## src/rtl/core/rpn_stack_evaluator_defines.svh

```systemverilog
// ----------------------------------------------------------------------------
// RPN stack evaluator assertion macros
// Shared concurrent assertion shorthands for the evaluator RTL.
// ----------------------------------------------------------------------------
`ifndef RPN_STACK_EVALUATOR_DEFINES_SVH
`define RPN_STACK_EVALUATOR_DEFINES_SVH

// same-cycle implication, disabled while reset is asserted
`define RSE_ASSERT_IMPLY(LABEL, CLK, RST_N, ANTE, CONS, MSG) \
  LABEL: assert property (@(posedge CLK) disable iff (!RST_N) (ANTE) |-> (CONS)) \
    else $error(MSG);

// next-cycle implication, disabled while reset is asserted
`define RSE_ASSERT_NEXT(LABEL, CLK, RST_N, ANTE, CONS, MSG) \
  LABEL: assert property (@(posedge CLK) disable iff (!RST_N) (ANTE) |=> (CONS)) \
    else $error(MSG);

`endif

```

## src/rtl/core/rse_pkg.sv

```systemverilog
// ----------------------------------------------------------------------------
// rse_pkg
// Types, codes and helpers shared by the RPN stack evaluator modules.
// ----------------------------------------------------------------------------
package rse_pkg;

  localparam int STACK_DEPTH_DEF = 128;
  localparam int VALUE_W         = 32;
  localparam int MODE_W          = 3;
  localparam int STATUS_W        = 3;
  localparam int DEPTH_W         = 8;
  // token queue between front and back, power of two
  localparam int QUEUE_DEPTH     = 2;

  localparam logic [MODE_W-1:0] MODE_NUM = 3'd0;
  localparam logic [MODE_W-1:0] MODE_ADD = 3'd1;
  localparam logic [MODE_W-1:0] MODE_SUB = 3'd2;
  localparam logic [MODE_W-1:0] MODE_MUL = 3'd3;
  localparam logic [MODE_W-1:0] MODE_DIV = 3'd4;
  localparam logic [MODE_W-1:0] MODE_END = 3'd5;

  localparam logic [STATUS_W-1:0] ST_OK        = 3'd0;
  localparam logic [STATUS_W-1:0] ST_OVERFLOW  = 3'd1;
  localparam logic [STATUS_W-1:0] ST_UNDERFLOW = 3'd2;
  localparam logic [STATUS_W-1:0] ST_BAD_DEPTH = 3'd3;
  localparam logic [STATUS_W-1:0] ST_DIV_ZERO  = 3'd4;

  localparam logic signed [VALUE_W-1:0] Q_MAX = 32'sh7FFF_FFFF;
  localparam logic signed [VALUE_W-1:0] Q_MIN = 32'sh8000_0000;

  localparam logic signed [47:0] SAT_HI = 48'sh0000_7FFF_FFFF;
  localparam logic signed [47:0] SAT_LO = 48'shFFFF_8000_0000;

  typedef enum logic [2:0] {
    OP_PUSH,
    OP_ADD,
    OP_SUB,
    OP_MUL,
    OP_DIV,
    OP_END,
    OP_NOP
  } op_t;

  typedef struct packed {
    op_t                       op;
    logic signed [VALUE_W-1:0] value;
  } token_t;

  typedef enum logic [1:0] {
    EX_IDLE,
    EX_READ,
    EX_MUL,
    EX_DIV
  } ex_state_t;

  // clamp a 48-bit signed value to the Q16.16 range
  function automatic logic signed [VALUE_W-1:0] sat48(input logic signed [47:0] v);
    logic signed [VALUE_W-1:0] r;
    if (v > SAT_HI) begin
      r = Q_MAX;
    end else if (v < SAT_LO) begin
      r = Q_MIN;
    end else begin
      r = v[VALUE_W-1:0];
    end
    return r;
  endfunction

endpackage

```

## src/rtl/core/rse_queue.sv

```systemverilog
// ----------------------------------------------------------------------------
// rse_queue
// Short token queue that decouples the decoder from the execution unit.
// ----------------------------------------------------------------------------
module rse_queue (
  input  logic            clk,
  input  logic            rst_n,
  input  logic            wr_valid,
  input  rse_pkg::token_t wr_data,
  output logic            wr_ready,
  output logic            rd_valid,
  output rse_pkg::token_t rd_data,
  input  logic            rd_ready
);
  import rse_pkg::*;

  localparam int PTR_W = (QUEUE_DEPTH > 1) ? $clog2(QUEUE_DEPTH) : 1;
  localparam int CNT_W = $clog2(QUEUE_DEPTH + 1);
  localparam logic [CNT_W-1:0] FILL_MAX = CNT_W'(QUEUE_DEPTH);
  localparam logic [CNT_W-1:0] FILL_ONE = CNT_W'(1);
  localparam logic [PTR_W-1:0] PTR_ONE  = PTR_W'(1);

  token_t           slot_r [QUEUE_DEPTH];
  logic [PTR_W-1:0] wr_ptr_r, wr_ptr_nxt;
  logic [PTR_W-1:0] rd_ptr_r, rd_ptr_nxt;
  logic [CNT_W-1:0] fill_r, fill_nxt;
  logic             push, pop;

  assign wr_ready = (fill_r != FILL_MAX);
  assign rd_valid = (fill_r != '0);
  assign rd_data  = slot_r[rd_ptr_r];
  assign push     = wr_valid & wr_ready;
  assign pop      = rd_valid & rd_ready;

  always_comb begin
    wr_ptr_nxt = push ? wr_ptr_r + PTR_ONE : wr_ptr_r;
    rd_ptr_nxt = pop ? rd_ptr_r + PTR_ONE : rd_ptr_r;
    fill_nxt   = fill_r;
    if (push && !pop) begin
      fill_nxt = fill_r + FILL_ONE;
    end else if (pop && !push) begin
      fill_nxt = fill_r - FILL_ONE;
    end
  end

  always_ff @(posedge clk) begin
    if (!rst_n) begin
      wr_ptr_r <= '0;
      rd_ptr_r <= '0;
      fill_r   <= '0;
    end else begin
      wr_ptr_r <= wr_ptr_nxt;
      rd_ptr_r <= rd_ptr_nxt;
      fill_r   <= fill_nxt;
    end
  end

  always_ff @(posedge clk) begin
    if (push) begin
      slot_r[wr_ptr_r] <= wr_data;
    end
  end

endmodule

```

## config.mk

```make
export PLATFORM = sky130hd
export DESIGN_NAME = rse_queue
export DESIGN_NICKNAME = d
export VERILOG_FILES = /design/src/rtl/core/rpn_stack_evaluator_defines.svh /design/src/rtl/core/rse_pkg.sv /design/src/rtl/core/rse_queue.sv
export SDC_FILE = /design/constraint.sdc
export NUM_CORES = 1
export LEC_CHECK = 0
export ABC_AREA = 1
export BUFFER_PORTS_ARGS = -buffer_cell sky130_fd_sc_hd__buf_2
export CORE_UTILIZATION = 45
export CTS_CLUSTER_SIZE = 8
export DETAILED_ROUTE_END_ITERATION = 8
export PLACE_DENSITY = 0.7
export SETUP_SLACK_MARGIN = 0.1
export SKIP_LAST_GASP = 1
export SYNTH_ARGS = -nofsm -noshare
export SYNTH_HDL_FRONTEND = slang
export SYNTH_SLANG_ARGS = --single-unit
```

## constraint.sdc

```tcl
create_clock -name clk -period 3.2 [get_ports clk]
set_input_delay 0.64 -clock clk [delete_from_list [all_inputs] [get_ports clk]]
set_output_delay 0.64 -clock clk [all_outputs]
set_load 0.02 [all_outputs]
```

==> metrics.md <==
| Metric | Value |
|---|---|
| H-tree depth | `3` |
| Syn avg cell area | `20.00 um^2` |
| Die area | `0.006815 mm^2` |
| Seq/Total Area, Yosys | `0.7541` |
| Drt via density | `4.678` |
| CTS max path bufs | `2` |
| Crit path time final | `2457 ps` |
| FILL cells | `476` |
| Pre-CTS WS | `1078 ps` |
| Largest net degree at the start of global routing | `36` |
| Slew Viols, Final | `0` |
| Area contributors post-synth | `edfxtp_1 (72%), mux2_4 (15%), dfxtp_1 (3.4%)` |
| Clock tree from TritonCTS | `yes` |
| Fin nets | `271` |
| DR WL/cell | `14.53 um` |
| Max cap viols | `0` |
| Max_slew headroom | `0.6064` |
| Critical path capture point type | `output port` |
| Wire length of the first global-routing pass | `6748 um` |
| CTS sink count | `75` |
| Power Total | `2.791 mW` |
| RSZ-0062 raised after global routing | `false` |
| Placer Congestion | `0.6677` |
| PostCTS Resize Cnt | `0` |
| Util after Layout | `0.5844` |
| I/O pin cnt | `76` |
| Final setup TNS | `0 ps` |
| Syn Inst Count | `146` |
| Final setup vio count | `0` |
| DP Wirelength | `3024 um` |
| Syn-to-layout area delta | `21.98%` |
| Final hold viol count | `0` |
| Crit path DAT | `1820 ps` |
| Cell chain of the critical path | `buf_12 -> mux2_2 -> buf_2` |
| Worst path slowest cell | `dfxtp_2` |
| Max Fclk | `0.4069 GHz` |
| Crit-path max FO | `18` |
| Synth cell types | `15` |
| Post-CTS setup buffers | `0` |
| CP delay by family, top | `flip-flops` |
| Power per cell area | `783.4 mW/mm^2` |
| Std-Cell Rows | `28` |
| Final ANT Viol Nets | `0` |
| Root Driver | `clkbuf_8` |
| Ys Warns | `0` |
| DR vias | `1455` |
| CP startpoint kind | `register` |
| Final Hold Slack | `493.4 ps` |
| Post-synthesis net count | `186` |
| Total gr overflow | `0` |
| Slowest Stage Delay on Critical Path | `710 ps` |
| Clock transition at the registers of the reported paths | `70 ps` |
| Leakage | `1.427 nW` |
| FF+latch count, synth | `75` |
| Final wirelength | `4519 um` |
| Placeable Area | `0.006096 mm^2` |
| Initial antenna violation count | `0` |
| Part of the cycle the worst path needs | `0.7679` |
| ANT cells | `0` |
| Worst Hold Class | `in -> reg` |
| Residual DRC count | `0` |
| Gr usage total | `0.1440` |
| Area leader, netlist | `edfxtp_1` |
| Layout cells sized above 1 | `0.5593` |
| Setup ws final | `742.6 ps` |
| Top-area cell type share of the netlist area | `0.7198` |
| Worst clock skew | `6.496 ps` |
| Netlist Area Pre-Place | `0.002920 mm^2` |
| Worst Path Required | `2560 ps` |
| VDD IR max | `0.4880 mV` |
| WP buf/inv | `2` |
| Port bufs | `75` |
| Clock Latency Late Sink | `330 ps` |
| Die width | `82.56 um` |
| Vias in the first global route | `1422` |
| Setup CP Type | `reg -> out` |
| Status | `complete, no violations` |
| Initial core utilization | `0.4791` |
| 1st-iter DRT viols | `70` |
| Slew @ Worst Pin | `590.4 ps` |
| # hold bufs at CTS | `0` |
| Total CTS buffers | `9` |
| Drt first pass iters | `4` |
| Die height | `82.56 um` |
-- synthesized netlist by cell type, drive strengths merged --
cell,instances
a21oi,1
buf,4
dfxtp,5
edfxtp,70
ha,1
inv,8
mux2,35
nand2,9
nand3,1
nand4,1
nor2,8
o21a,1
o21ai,2
-- path summary, 6_finish.rpt --
kind	cells after the start	start	slack, ps	to
setup / recovery	3	register	740	rd_data[15]
hold / removal	1	wr_data[24]	490	slot_r[1][24]$_DFFE_PP_
setup reg to reg	5	fill_r[0]$_SDFFE_PN0P_	1620	slot_r[1][25]$_DFFE_PP_
hold reg to reg	2	rd_ptr_r$_SDFFE_PN0P_	510	register
-- cell families (layout without fill, tap and decap cells) --
group                    count (synthesis)  count (layout)  share of synthesized area
AO/OA/AOI/OAI                            4               4                   0.007712
buffers and inverters                   12             102                    0.03471
multiplexers                            35              35                     0.1735
flip-flops                              75              75                     0.7541
adder cells (fa/ha/maj)                  1               1                   0.004284
AND/OR/NAND/NOR                         19              19                    0.02571
-- layer usage --
layer	vias to the layer above	track usage	wire length, um
li1	716	-	-
met2	42	0.2281	2271
met5	-	0	0
met3	9	0.03956	244
met1	688	0.1756	1915
met4	0	0.08793	87
-- metrics by stage --
stage / area (um^2) / instances
4_1_cts: 3562 / 311
6_report: 3562 / 311
3_3_place_gp: 3369 / 295
5_1_grt: 3562 / 311
2_1_floorplan: 2920 / 146
3_5_place_dp: 3369 / 295
-- cells in the final DEF (no fill, tap or decap) --
cell type   instances
nand4_1             1
nor2_4              2
inv_1               8
dfxtp_2             1
o21a_1              1
nor2_1              6
nand2_1             9
mux2_2              5
buf_2              75
dfxtp_1             4
o21ai_0             2
a21oi_1             1
edfxtp_1           70
clkinvlp_4          2
clkbuf_8            9
ha_1                1
bufinv_16           1
clkinv_4            1
buf_4               2
clkinv_2            3
buf_12              1
mux2_4             30
nand3_1             1
-- flip-flops by register name, summed over array words and instances, names as in the netlist, named ones only --
register	count
fill_r	2
rd_ptr_r	1
slot_r	70
wr_ptr_r	1
-- report_power, final --
group / internal [mW] / switching [mW] / total [mW]
sequential: 1.24 / 0.0755 / 1.32
clock: 0.357 / 0.329 / 0.686
combinational: 0.356 / 0.431 / 0.787
total: 1.95 / 0.836 / 2.79
-- area by class of cell --
cell class,instances,area (um^2),area share
Clock inverter,7,68.82,0.01932
Tap cell,75,93.84,0.02634
Sequential cell,75,2203,0.6185
Timing Repair Buffer,78,410.4,0.1152
Inverter,8,30.03,0.008430
Multi-Input combinational cell,59,631.9,0.1774
Clock buffer,9,123.9,0.03477
Power figures use the tool's default switching activity.
